===== src/hw/rtl/chc_pkg.sv =====
// Shared types, constants and the arctangent table for the calibrated compass heading core.
package chc_pkg;

    // Default sizes for the top-level parameters.
    localparam int SAMPLE_BITS_DEF  = 16;
    localparam int CORDIC_STEPS_DEF = 16;

    // Fixed-point and angle constants.
    localparam int unsigned FULL_TURN_CDEG = 36000;
    localparam int unsigned FACTOR_ONE     = 16384;
    localparam int unsigned FACTOR_FRAC    = 14;
    localparam int unsigned QUOT_BITS      = 17;
    localparam int          QUARTER_Q16    = 9000 * 65536;
    localparam int          ROUND_HALF_Q16 = 32768;

    // Register reset values.
    localparam logic        RST_MAG_ENABLE  = 1'b1;
    localparam logic [15:0] RST_OFFSET_X    = 16'sd1016;
    localparam logic [15:0] RST_OFFSET_Y    = -16'sd2159;
    localparam logic [15:0] RST_DECLINATION = 16'd1028;

    // Configuration register indexes.
    typedef enum logic [1:0] {
        CFG_MAG_ENABLE  = 2'd0,
        CFG_OFFSET_X    = 2'd1,
        CFG_OFFSET_Y    = 2'd2,
        CFG_DECLINATION = 2'd3
    } t_cfg_idx;

    // Sequencer states of the top level.
    typedef enum logic [3:0] {
        S_IDLE,
        S_DIVX_GO,
        S_DIVX,
        S_DIVY_GO,
        S_DIVY,
        S_MULX,
        S_MULY,
        S_CORD_GO,
        S_CORD,
        S_ADD,
        S_WRAP,
        S_FIN
    } t_state;

    // Arctangent of 2^-i in centidegrees, Q16.
    function automatic logic [31:0] atan_q16(input logic [4:0] idx);
        logic [31:0] val;
        unique case (idx)
            5'd0:    val = 32'd294912000;
            5'd1:    val = 32'd174096719;
            5'd2:    val = 32'd91987925;
            5'd3:    val = 32'd46694507;
            5'd4:    val = 32'd23437865;
            5'd5:    val = 32'd11730358;
            5'd6:    val = 32'd5866610;
            5'd7:    val = 32'd2933484;
            5'd8:    val = 32'd1466765;
            5'd9:    val = 32'd733385;
            5'd10:   val = 32'd366693;
            5'd11:   val = 32'd183347;
            5'd12:   val = 32'd91674;
            5'd13:   val = 32'd45837;
            5'd14:   val = 32'd22918;
            5'd15:   val = 32'd11459;
            5'd16:   val = 32'd5730;
            5'd17:   val = 32'd2865;
            5'd18:   val = 32'd1432;
            5'd19:   val = 32'd716;
            5'd20:   val = 32'd358;
            5'd21:   val = 32'd179;
            5'd22:   val = 32'd90;
            5'd23:   val = 32'd45;
            default: val = 32'd0;
        endcase
        return val;
    endfunction

endpackage


===== src/hw/rtl/compass_heading_calibrated_core.sv =====
// Top level of the calibrated compass heading core: registers, sequencer and shared multiplier.
// The time from acceptance to a valid result is set by the two divider passes and the CORDIC,
// and the declination wrap can lengthen it.
// Throughput: one item at a time; the input is ready again once the result is loaded.
// With the sensor disabled an item skips the divider, multiplier and CORDIC and gives heading 0.
// Reset (synchronous, active low) restores the configuration registers, the sequencer and the min/max trackers.
module compass_heading_calibrated_core #(
    parameter int SAMPLE_BITS  = chc_pkg::SAMPLE_BITS_DEF,
    parameter int CORDIC_STEPS = chc_pkg::CORDIC_STEPS_DEF
) (
    input  logic        i_clk,
    input  logic        i_rst_n,
    input  logic        i_s_tvalid,
    output logic        o_s_tready,
    input  logic [31:0] i_s_tdata,   // mag_x [15:0], mag_y [31:16]
    output logic        o_m_tvalid,
    input  logic        i_m_tready,
    output logic [15:0] o_m_tdata,   // heading_centideg [15:0]
    input  logic        i_cfg_we,
    input  logic [1:0]  i_cfg_idx,
    input  logic [15:0] i_cfg_wdata
);

    localparam int IW = (SAMPLE_BITS > 16) ? SAMPLE_BITS : 16;
    localparam int W  = IW + 1;
    localparam int P  = W + 17;
    localparam int SB = SAMPLE_BITS;

    chc_pkg::t_state r_state, n_state;

    logic               r_mag_enable;
    logic signed [15:0] r_offset_x;
    logic signed [15:0] r_offset_y;
    logic [15:0]        r_declination;

    logic signed [SB-1:0] r_x_low, r_x_high, r_y_low, r_y_high;
    logic signed [W-1:0]  r_dx, r_dy;
    logic [15:0]          r_fx, r_fy;
    logic signed [P-1:0]  r_px, r_py;
    logic [16:0]          r_g;
    logic [15:0]          r_out;
    logic                 r_out_valid;
    logic                 r_en_item;

    logic                 s_acc;
    logic                 out_load;
    logic [IW-1:0]        ext_x, ext_y;
    logic signed [SB-1:0] sx_in, sy_in;
    logic signed [SB:0]   span_x_s, span_y_s;
    logic [SB-1:0]        span_x, span_y;
    logic                 div_start;
    logic [SB-1:0]        div_own, div_other;
    logic                 div_done;
    logic [15:0]          div_quot;
    logic signed [W-1:0]  mul_a;
    logic signed [16:0]   mul_b;
    logic signed [P-1:0]  mul_p;
    logic                 cord_start;
    logic                 cord_done;
    logic signed [15:0]   cord_angle;

    // Input sample zero-extended from 16 bits, then taken as signed at the sample width.
    assign ext_x = IW'(i_s_tdata[15:0]);
    assign ext_y = IW'(i_s_tdata[31:16]);
    assign sx_in = signed'(ext_x[SB-1:0]);
    assign sy_in = signed'(ext_y[SB-1:0]);

    assign s_acc    = i_s_tvalid && o_s_tready;
    assign out_load = (r_state == chc_pkg::S_FIN) && (!r_out_valid || i_m_tready);

    // Spans are never negative once a sample has been seen.
    assign span_x_s = (SB+1)'(r_x_high) - (SB+1)'(r_x_low);
    assign span_y_s = (SB+1)'(r_y_high) - (SB+1)'(r_y_low);
    assign span_x   = span_x_s[SB-1:0];
    assign span_y   = span_y_s[SB-1:0];

    // Shared divider operands.
    assign div_own   = (r_state == chc_pkg::S_DIVY_GO) ? span_y : span_x;
    assign div_other = (r_state == chc_pkg::S_DIVY_GO) ? span_x : span_y;

    // Shared multiplier operands.
    assign mul_a = (r_state == chc_pkg::S_MULY) ? r_dy : r_dx;
    assign mul_b = signed'({1'b0, (r_state == chc_pkg::S_MULY) ? r_fy : r_fx});
    assign mul_p = P'(mul_a) * P'(mul_b);

    chc_div #(
        .SAMPLE_BITS (SAMPLE_BITS)
    ) u_div (
        .i_clk   (i_clk),
        .i_rst_n (i_rst_n),
        .i_start (div_start),
        .i_own   (div_own),
        .i_other (div_other),
        .o_done  (div_done),
        .o_quot  (div_quot)
    );

    chc_cordic #(
        .IN_W         (P),
        .CORDIC_STEPS (CORDIC_STEPS)
    ) u_cordic (
        .i_clk   (i_clk),
        .i_rst_n (i_rst_n),
        .i_start (cord_start),
        .i_x     (r_px),
        .i_y     (r_py),
        .o_done  (cord_done),
        .o_angle (cord_angle)
    );

    // Configuration registers.
    always_ff @(posedge i_clk) begin
        if (!i_rst_n) begin
            r_mag_enable  <= chc_pkg::RST_MAG_ENABLE;
            r_offset_x    <= chc_pkg::RST_OFFSET_X;
            r_offset_y    <= chc_pkg::RST_OFFSET_Y;
            r_declination <= chc_pkg::RST_DECLINATION;
        end else if (i_cfg_we) begin
            unique case (chc_pkg::t_cfg_idx'(i_cfg_idx))
                chc_pkg::CFG_MAG_ENABLE:  r_mag_enable  <= i_cfg_wdata[0];
                chc_pkg::CFG_OFFSET_X:    r_offset_x    <= i_cfg_wdata;
                chc_pkg::CFG_OFFSET_Y:    r_offset_y    <= i_cfg_wdata;
                chc_pkg::CFG_DECLINATION: r_declination <= i_cfg_wdata;
            endcase
        end
    end

    // Running minimum and maximum of each axis, widened on every enabled item.
    always_ff @(posedge i_clk) begin
        if (!i_rst_n) begin
            r_x_low  <= {1'b0, {(SB-1){1'b1}}};
            r_y_low  <= {1'b0, {(SB-1){1'b1}}};
            r_x_high <= {1'b1, {(SB-1){1'b0}}};
            r_y_high <= {1'b1, {(SB-1){1'b0}}};
        end else if (s_acc && r_mag_enable) begin
            if (sx_in < r_x_low)  r_x_low  <= sx_in;
            if (sx_in > r_x_high) r_x_high <= sx_in;
            if (sy_in < r_y_low)  r_y_low  <= sy_in;
            if (sy_in > r_y_high) r_y_high <= sy_in;
        end
    end

    // State register and output valid.
    always_ff @(posedge i_clk) begin
        if (!i_rst_n) begin
            r_state     <= chc_pkg::S_IDLE;
            r_out_valid <= 1'b0;
            r_en_item   <= 1'b0;
        end else begin
            r_state <= n_state;
            if (s_acc) begin
                r_en_item <= r_mag_enable;
            end
            if (out_load) begin
                r_out_valid <= 1'b1;
            end else if (i_m_tready) begin
                r_out_valid <= 1'b0;
            end
        end
    end

    // Datapath registers stepped by the sequencer.
    always_ff @(posedge i_clk) begin
        if (s_acc) begin
            r_dx <= W'(sx_in) - W'(r_offset_x);
            r_dy <= W'(sy_in) - W'(r_offset_y);
            r_g  <= '0;
        end
        if (r_state == chc_pkg::S_DIVX && div_done) r_fx <= div_quot;
        if (r_state == chc_pkg::S_DIVY && div_done) r_fy <= div_quot;
        if (r_state == chc_pkg::S_MULX) r_px <= mul_p;
        if (r_state == chc_pkg::S_MULY) r_py <= mul_p;
        if (r_state == chc_pkg::S_CORD && cord_done) begin
            if (cord_angle < 0) begin
                r_g <= 17'(signed'(17'(cord_angle)) + 17'(chc_pkg::FULL_TURN_CDEG));
            end else begin
                r_g <= 17'(cord_angle);
            end
        end
        if (r_state == chc_pkg::S_ADD) r_g <= r_g + 17'(r_declination);
        if (r_state == chc_pkg::S_WRAP && r_g >= 17'(chc_pkg::FULL_TURN_CDEG)) begin
            r_g <= r_g - 17'(chc_pkg::FULL_TURN_CDEG);
        end
        if (out_load) r_out <= r_g[15:0];
    end

    // Sequencer: next state and unit start pulses.
    always_comb begin
        n_state    = r_state;
        div_start  = 1'b0;
        cord_start = 1'b0;
        o_s_tready = 1'b0;
        unique case (r_state)
            chc_pkg::S_IDLE: begin
                o_s_tready = 1'b1;
                if (i_s_tvalid) begin
                    n_state = r_mag_enable ? chc_pkg::S_DIVX_GO : chc_pkg::S_FIN;
                end
            end
            chc_pkg::S_DIVX_GO: begin
                div_start = 1'b1;
                n_state   = chc_pkg::S_DIVX;
            end
            chc_pkg::S_DIVX: begin
                if (div_done) n_state = chc_pkg::S_DIVY_GO;
            end
            chc_pkg::S_DIVY_GO: begin
                div_start = 1'b1;
                n_state   = chc_pkg::S_DIVY;
            end
            chc_pkg::S_DIVY: begin
                if (div_done) n_state = chc_pkg::S_MULX;
            end
            chc_pkg::S_MULX:    n_state = chc_pkg::S_MULY;
            chc_pkg::S_MULY:    n_state = chc_pkg::S_CORD_GO;
            chc_pkg::S_CORD_GO: begin
                cord_start = 1'b1;
                n_state    = chc_pkg::S_CORD;
            end
            chc_pkg::S_CORD: begin
                if (cord_done) n_state = chc_pkg::S_ADD;
            end
            chc_pkg::S_ADD:     n_state = chc_pkg::S_WRAP;
            chc_pkg::S_WRAP: begin
                if (r_g < 17'(chc_pkg::FULL_TURN_CDEG)) n_state = chc_pkg::S_FIN;
            end
            chc_pkg::S_FIN: begin
                if (out_load) n_state = chc_pkg::S_IDLE;
            end
            default:            n_state = chc_pkg::S_IDLE;
        endcase
    end

    assign o_m_tvalid = r_out_valid;
    assign o_m_tdata  = r_out;

    // A delivered heading always lies within one turn.
    a_heading_range: assert property (@(posedge i_clk) disable iff (!i_rst_n)
        o_m_tvalid |-> (o_m_tdata < 16'(chc_pkg::FULL_TURN_CDEG)))
        else $error("heading out of range");

    // Trackers are ordered while an enabled item is being worked on.
    a_minmax_order: assert property (@(posedge i_clk) disable iff (!i_rst_n)
        (r_state != chc_pkg::S_IDLE && r_en_item) |->
        (r_x_low <= r_x_high && r_y_low <= r_y_high))
        else $error("min/max trackers out of order");

    // The divider only finishes while the sequencer waits for it.
    a_div_done: assert property (@(posedge i_clk) disable iff (!i_rst_n)
        div_done |-> (r_state == chc_pkg::S_DIVX || r_state == chc_pkg::S_DIVY))
        else $error("divider finished outside a divide step");

    // The CORDIC only finishes while the sequencer waits for it.
    a_cord_done: assert property (@(posedge i_clk) disable iff (!i_rst_n)
        cord_done |-> (r_state == chc_pkg::S_CORD))
        else $error("cordic finished outside its step");

endmodule


===== src/hw/rtl/chc_div.sv =====
// Iterative restoring divider that forms one soft-iron scale factor in Q2.14.
module chc_div #(
    parameter int SAMPLE_BITS = chc_pkg::SAMPLE_BITS_DEF
) (
    input  logic                   i_clk,
    input  logic                   i_rst_n,
    input  logic                   i_start,
    input  logic [SAMPLE_BITS-1:0] i_own,
    input  logic [SAMPLE_BITS-1:0] i_other,
    output logic                   o_done,
    output logic [15:0]            o_quot
);

    localparam int DW   = SAMPLE_BITS + 17;
    localparam int QB   = chc_pkg::QUOT_BITS;
    localparam int CNTW = $clog2(QB);

    logic            r_busy;
    logic            r_done;
    logic [CNTW-1:0] r_cnt;
    logic [DW-1:0]   r_rem;
    logic [DW-1:0]   r_dsh;
    logic [QB-1:0]   r_qb;
    logic [15:0]     r_quot;

    logic [DW-1:0]   num;
    logic [DW-1:0]   den_sh;
    logic            ge;
    logic [QB-1:0]   qfull;

    // Numerator (own + other) << 14 and denominator 2 * own aligned to the top quotient bit.
    assign num    = (DW'(i_own) + DW'(i_other)) << chc_pkg::FACTOR_FRAC;
    assign den_sh = DW'(i_own) << (QB);
    assign ge     = (r_rem >= r_dsh);
    assign qfull  = {r_qb[QB-2:0], ge};

    // Control: one quotient bit per cycle.
    always_ff @(posedge i_clk) begin
        if (!i_rst_n) begin
            r_busy <= 1'b0;
            r_done <= 1'b0;
            r_cnt  <= '0;
        end else begin
            r_done <= 1'b0;
            if (i_start) begin
                r_cnt <= '0;
                if (i_own == '0) begin
                    r_done <= 1'b1;
                end else begin
                    r_busy <= 1'b1;
                end
            end else if (r_busy) begin
                if (r_cnt == CNTW'(QB - 1)) begin
                    r_busy <= 1'b0;
                    r_done <= 1'b1;
                end
                r_cnt <= r_cnt + 1'b1;
            end
        end
    end

    // Datapath: compare, subtract and shift; a set top bit means saturation.
    always_ff @(posedge i_clk) begin
        if (i_start) begin
            r_rem  <= num;
            r_dsh  <= den_sh;
            r_qb   <= '0;
            r_quot <= 16'(chc_pkg::FACTOR_ONE);
        end else if (r_busy) begin
            if (ge) begin
                r_rem <= r_rem - r_dsh;
            end
            r_dsh <= r_dsh >> 1;
            r_qb  <= qfull;
            if (r_cnt == CNTW'(QB - 1)) begin
                r_quot <= qfull[QB-1] ? 16'hFFFF : qfull[15:0];
            end
        end
    end

    assign o_done = r_done;
    assign o_quot = r_quot;

endmodule


===== src/hw/rtl/chc_cordic.sv =====
// Iterative vectoring CORDIC that returns atan2 of the scaled pair in centidegrees.
module chc_cordic #(
    parameter int IN_W         = 34,
    parameter int CORDIC_STEPS = chc_pkg::CORDIC_STEPS_DEF
) (
    input  logic                   i_clk,
    input  logic                   i_rst_n,
    input  logic                   i_start,
    input  logic signed [IN_W-1:0] i_x,
    input  logic signed [IN_W-1:0] i_y,
    output logic                   o_done,
    output logic signed [15:0]     o_angle
);

    localparam int CW   = IN_W + 3;
    localparam int CNTW = $clog2(CORDIC_STEPS);

    logic                 r_busy;
    logic                 r_done;
    logic                 r_zero;
    logic [CNTW-1:0]      r_cnt;
    logic signed [CW-1:0] r_x;
    logic signed [CW-1:0] r_y;
    logic signed [31:0]   r_z;

    logic signed [CW-1:0] xe;
    logic signed [CW-1:0] ye;
    logic signed [CW-1:0] xs;
    logic signed [CW-1:0] ys;
    logic signed [31:0]   at;
    logic signed [31:0]   zr;

    assign xe = CW'(i_x);
    assign ye = CW'(i_y);
    assign xs = r_x >>> r_cnt;
    assign ys = r_y >>> r_cnt;
    assign at = signed'(chc_pkg::atan_q16(5'(r_cnt)));
    assign zr = r_z + 32'(chc_pkg::ROUND_HALF_Q16);

    // Control: one micro-rotation per cycle.
    always_ff @(posedge i_clk) begin
        if (!i_rst_n) begin
            r_busy <= 1'b0;
            r_done <= 1'b0;
            r_cnt  <= '0;
        end else begin
            r_done <= 1'b0;
            if (i_start) begin
                r_busy <= 1'b1;
                r_cnt  <= '0;
            end else if (r_busy) begin
                if (r_cnt == CNTW'(CORDIC_STEPS - 1)) begin
                    r_busy <= 1'b0;
                    r_done <= 1'b1;
                end
                r_cnt <= r_cnt + 1'b1;
            end
        end
    end

    // Datapath: quarter-turn pre-rotation into the right half plane, then rotations.
    always_ff @(posedge i_clk) begin
        if (i_start) begin
            r_zero <= (i_x == '0) && (i_y == '0);
            if (i_x < 0 && i_y >= 0) begin
                r_x <= ye;
                r_y <= -xe;
                r_z <= 32'(chc_pkg::QUARTER_Q16);
            end else if (i_x < 0) begin
                r_x <= -ye;
                r_y <= xe;
                r_z <= -32'(chc_pkg::QUARTER_Q16);
            end else begin
                r_x <= xe;
                r_y <= ye;
                r_z <= '0;
            end
        end else if (r_busy) begin
            if (r_y >= 0) begin
                r_x <= r_x + ys;
                r_y <= r_y - xs;
                r_z <= r_z + at;
            end else begin
                r_x <= r_x - ys;
                r_y <= r_y + xs;
                r_z <= r_z - at;
            end
        end
    end

    assign o_done  = r_done;
    assign o_angle = r_zero ? 16'sd0 : zr[31:16];

endmodule

===== config.mk =====
export PLATFORM = sky130hd
export DESIGN_NAME = compass_heading_calibrated_core
export DESIGN_NICKNAME = d
export VERILOG_FILES = /design/src/hw/rtl/chc_pkg.sv /design/src/hw/rtl/compass_heading_calibrated_core.sv /design/src/hw/rtl/chc_div.sv /design/src/hw/rtl/chc_cordic.sv
export SDC_FILE = /design/constraint.sdc
export NUM_CORES = 2
export LEC_CHECK = 0
export BUFFER_PORTS_ARGS = -buffer_cell sky130_fd_sc_hd__buf_2
export CAP_MARGIN = 20
export CORE_MARGIN = 2
export CORE_UTILIZATION = 25
export CTS_CLUSTER_DIAMETER = 120
export DETAILED_ROUTE_END_ITERATION = 10
export PLACE_DENSITY = 0.47
export RECOVER_POWER = 50
export SETUP_SLACK_MARGIN = 0.05
export SLEW_MARGIN = 15
export SYNTH_ARGS = -nofsm -noshare
export SYNTH_HDL_FRONTEND = slang
export SYNTH_SLANG_ARGS = --single-unit

===== constraint.sdc =====
create_clock -name i_clk -period 16.8 [get_ports i_clk]
set_input_delay 2.52 -clock i_clk [delete_from_list [all_inputs] [get_ports i_clk]]
set_output_delay 2.52 -clock i_clk [all_outputs]
set_load 0.02 [all_outputs]

==> flow_summary.yaml <==
run_status:
  status: "finished, violations left"
  violations: "max-capacitance violations, max-slew violations"
hold_path:
  hp-start: "u_div.o_quot[12]"
  worst_hold_path.endpoint: "r_fy[12]"
  hp-class: "flop to flop"
  holdPathStages: 0
detailed_routing:
  drc_errors: 0
  routed_wl_um: 154000
  wire_per_inst_um: 18.0
  firstDrtPassIters: 6
  vias: 41306
  ant_nets: 0
  drt_iter0_markers: 2847
  vias_per_cell: 4.84
timing:
  tns_ns: 0
  slew_violations: 580
  setup_viol: 0
  layout_min_cycle_time_ns: 10.35
  rsz0062_at_grt: "false"
  slew_headroom: -1.61
  max_freq_ghz: 0.0966
  tightest_slew_ns: 3.92
  hold_viol: 0
  layout_worst_path_cycle_share: 0.616
  fin_skew_ns: 0.0336
cts:
  cts_max_path_buffers: 3
  cts_resized: 0
  cts_post_setup_buffers_inserted: 0
  clock_latency_ns: 0.68
  clk_pin_slew_ns: 0.06
  cts_sinks: 532
  h-tree-depth: 3
  root_buffer: "clkbuf_16"
  cts_buffers: 68
  hold_buffers: 0
  cts_tree: "yes"
synth:
  synth_warnings: 0
  synthTopCellsByArea: "edfxtp_1 18%, fa_1 11%, ha_1 9.7%, dfxtp_1 8.6%, nand2_1 5.1%"
  synth_top_area_frac: 0.180
  synth_cell_type_count: 93
  async_flop_share: 0
  seq_area_frac_synth: 0.266
  synthFlopType: "edfxtp_1"
  synth-edff-count: 309
  syn_area_per_cell_sq_um: 8.85
  synth_area_leader_cell: "edfxtp_1"
  synthCells: 5838
  syn_area_sq_um: 51700
  synth_fp_nets: 6581
  yosys_register_bits: 532
layout:
  area_growth_pct: 10.6
  finalNonFillerCells: 8534
  drive_above_1_share: 0.0696
  regArea_sq_um: 13800
  diodes: 0
  finalNetCount: 6533
  multi_input_area_sq_um: 34600
  fillers: 21759
critical_path:
  rr_startpoint: "r_state[1]"
  worstSetupStartpointType: "flop"
  r2r_slack_ns: 6.45
  worstRegToRegCells: 27
  worstPathRequired_ns: 17.19
  cp_max_fo: 49
  arrival_ns: 10.74
  r2r-end: "r_px[33]"
  cp-end-kind: "flop"
  crit_type: "flop to flop"
floorplan:
  fp.dieW_um: 459
  io-pin-count: 73
  core_sq_um: 205000
  rows: 166
  die_area_sq_um: 210000
  start_util: 0.252
  chipHeight_um: 459
pwr:
  peakVddDrop_v: 0.0000777
  leakagePower_nw: 23.9
  p_per_area_nw_per_um2: 83.1
placement:
  portBuffers: 72
  dp_hpwl_um: 122000
  gp_congestion: 0.913
  dp_cells: 8406
run:
  drv_cap: 11
global_routing:
  grt_overflow: 0
  grt_max_degree: 96
  grt_pass1_wl_um: 240000
  grtUsageTotal: 0.143
  antenna_found_initial: 6
  grt_pass1_vias: 40602
-- sequential cells by signal (all words and copies together), names as in the netlist, 17 cells and up --
name	cells
r_dx	17
r_dy	17
r_g	17
r_px	34
r_py	34
u_cordic.at	29
u_cordic.r_x	37
u_cordic.r_y	37
u_cordic.r_z	32
u_div.r_dsh	33
u_div.r_rem	33
-- kinds of logic after synthesis --
| logic type | Yosys count | synth area share |
|---|---|---|
| simple gates | 1769 | 0.156 |
| fa+ha+maj | 688 | 0.209 |
| compound gates | 1252 | 0.154 |
| buf+inv | 861 | 0.0647 |
| xor+xnor | 409 | 0.0697 |
| flops | 532 | 0.266 |
| mux | 327 | 0.0808 |
-- cell type report --
| type | instances | area share |
|---|---|---|
| multi-input cells | 4445 | 0.606 |
| flip-flops and latches | 532 | 0.241 |
| well taps | 2688 | 0.0588 |
| inverters | 619 | 0.0407 |
| clock buffers | 94 | 0.0342 |
| repair buffers | 124 | 0.0125 |
| clock inverters | 32 | 0.00733 |
-- stage by stage --
stage	hold WS, ns	util	power (mW)	setup slack [ns]	instance area [sq um]
2_1_floorplan	0.426	-	2.79	8.35	51700
5_1_grt	0.463	0.279	5.06	5.70	57200
6_report	0.446	0.279	4.75	6.45	57200
3_5_place_dp	0.442	0.268	3.21	7.93	54800
3_3_place_gp	0.434	0.267	3.20	7.97	54800
4_1_cts	0.447	0.279	4.81	7.89	57200
-- Yosys cell counts (105+ instances only) --
cell type	instances
inv_1	617
ha_1	399
mux2i_1	199
edfxtp_1	309
nand2_1	706
clkbuf_1	184
nor3_1	105
dfxtp_1	223
xnor2_1	229
nand3_1	127
a21oi_1	308
o21ai_0	333
fa_1	289
xor2_1	179
nor2_1	435
-- report_power, final --
group / internal [mW] / switching, mW
Combinational: 0.612 / 0.924
Clock: 0.934 / 0.628
Sequential: 1.54 / 0.110
-- worst max-delay path, cell delays in order, from the launching register on --
cell	delay, ns
dfxtp_1	0.68
nand2_1	0.13
nor3_1	0.15
clkbuf_1	1.87
buf_4	0.85
mux2i_1	0.79
nor2_1	0.15
fa_1	0.52
inv_1	0.05
fa_1	0.39
fa_1	0.43
inv_1	0.08
fa_1	0.44
fa_1	0.54
inv_1	0.05
fa_1	0.47
inv_1	0.04
ha_1	0.33
o21ai_0	0.28
o21ai_0	0.11
o21ai_0	0.51
o211a_1	0.29
o21ai_0	0.16
a31o_2	0.31
nand2b_1	0.08
nand2_1	0.06
a21oi_1	0.18
xnor2_1	0.10
-- metal layers --
layer	global-route usage	wire length, um	vias up
met5	0	13	-
met4	0.0320	3070	2
met3	0.0169	5840	165
met2	0.229	69200	798
met1	0.205	75500	20061
li1	-	-	20280
-- worst max-delay path by stage --
stage,start,to,slack [ns]
floorplan,r_state[2],r_px[30],8.35
global placement,r_state[1],r_px[33],7.97
finish,r_state[1],r_px[33],6.45
CTS,r_state[1],r_px[33],7.89
detailed placement,r_state[1],r_px[33],7.93
global route,r_state[1],r_py[33],5.70
-- placed cells by master, fill, tap and decap left out, drive strengths merged, types with 107 or more instances in the layout --
cell and instances:
nor2 437, a21oi 308, o21ai 338, nand3 127
xor2 179, nor3 107, edfxtp 309, dfxtp 223
xnor2 230, ha 399, clkbuf 110, buf 108
mux2i 199, fa 289, inv 623, nand2 706
No activity file was read; power rests on OpenSTA's default activity.
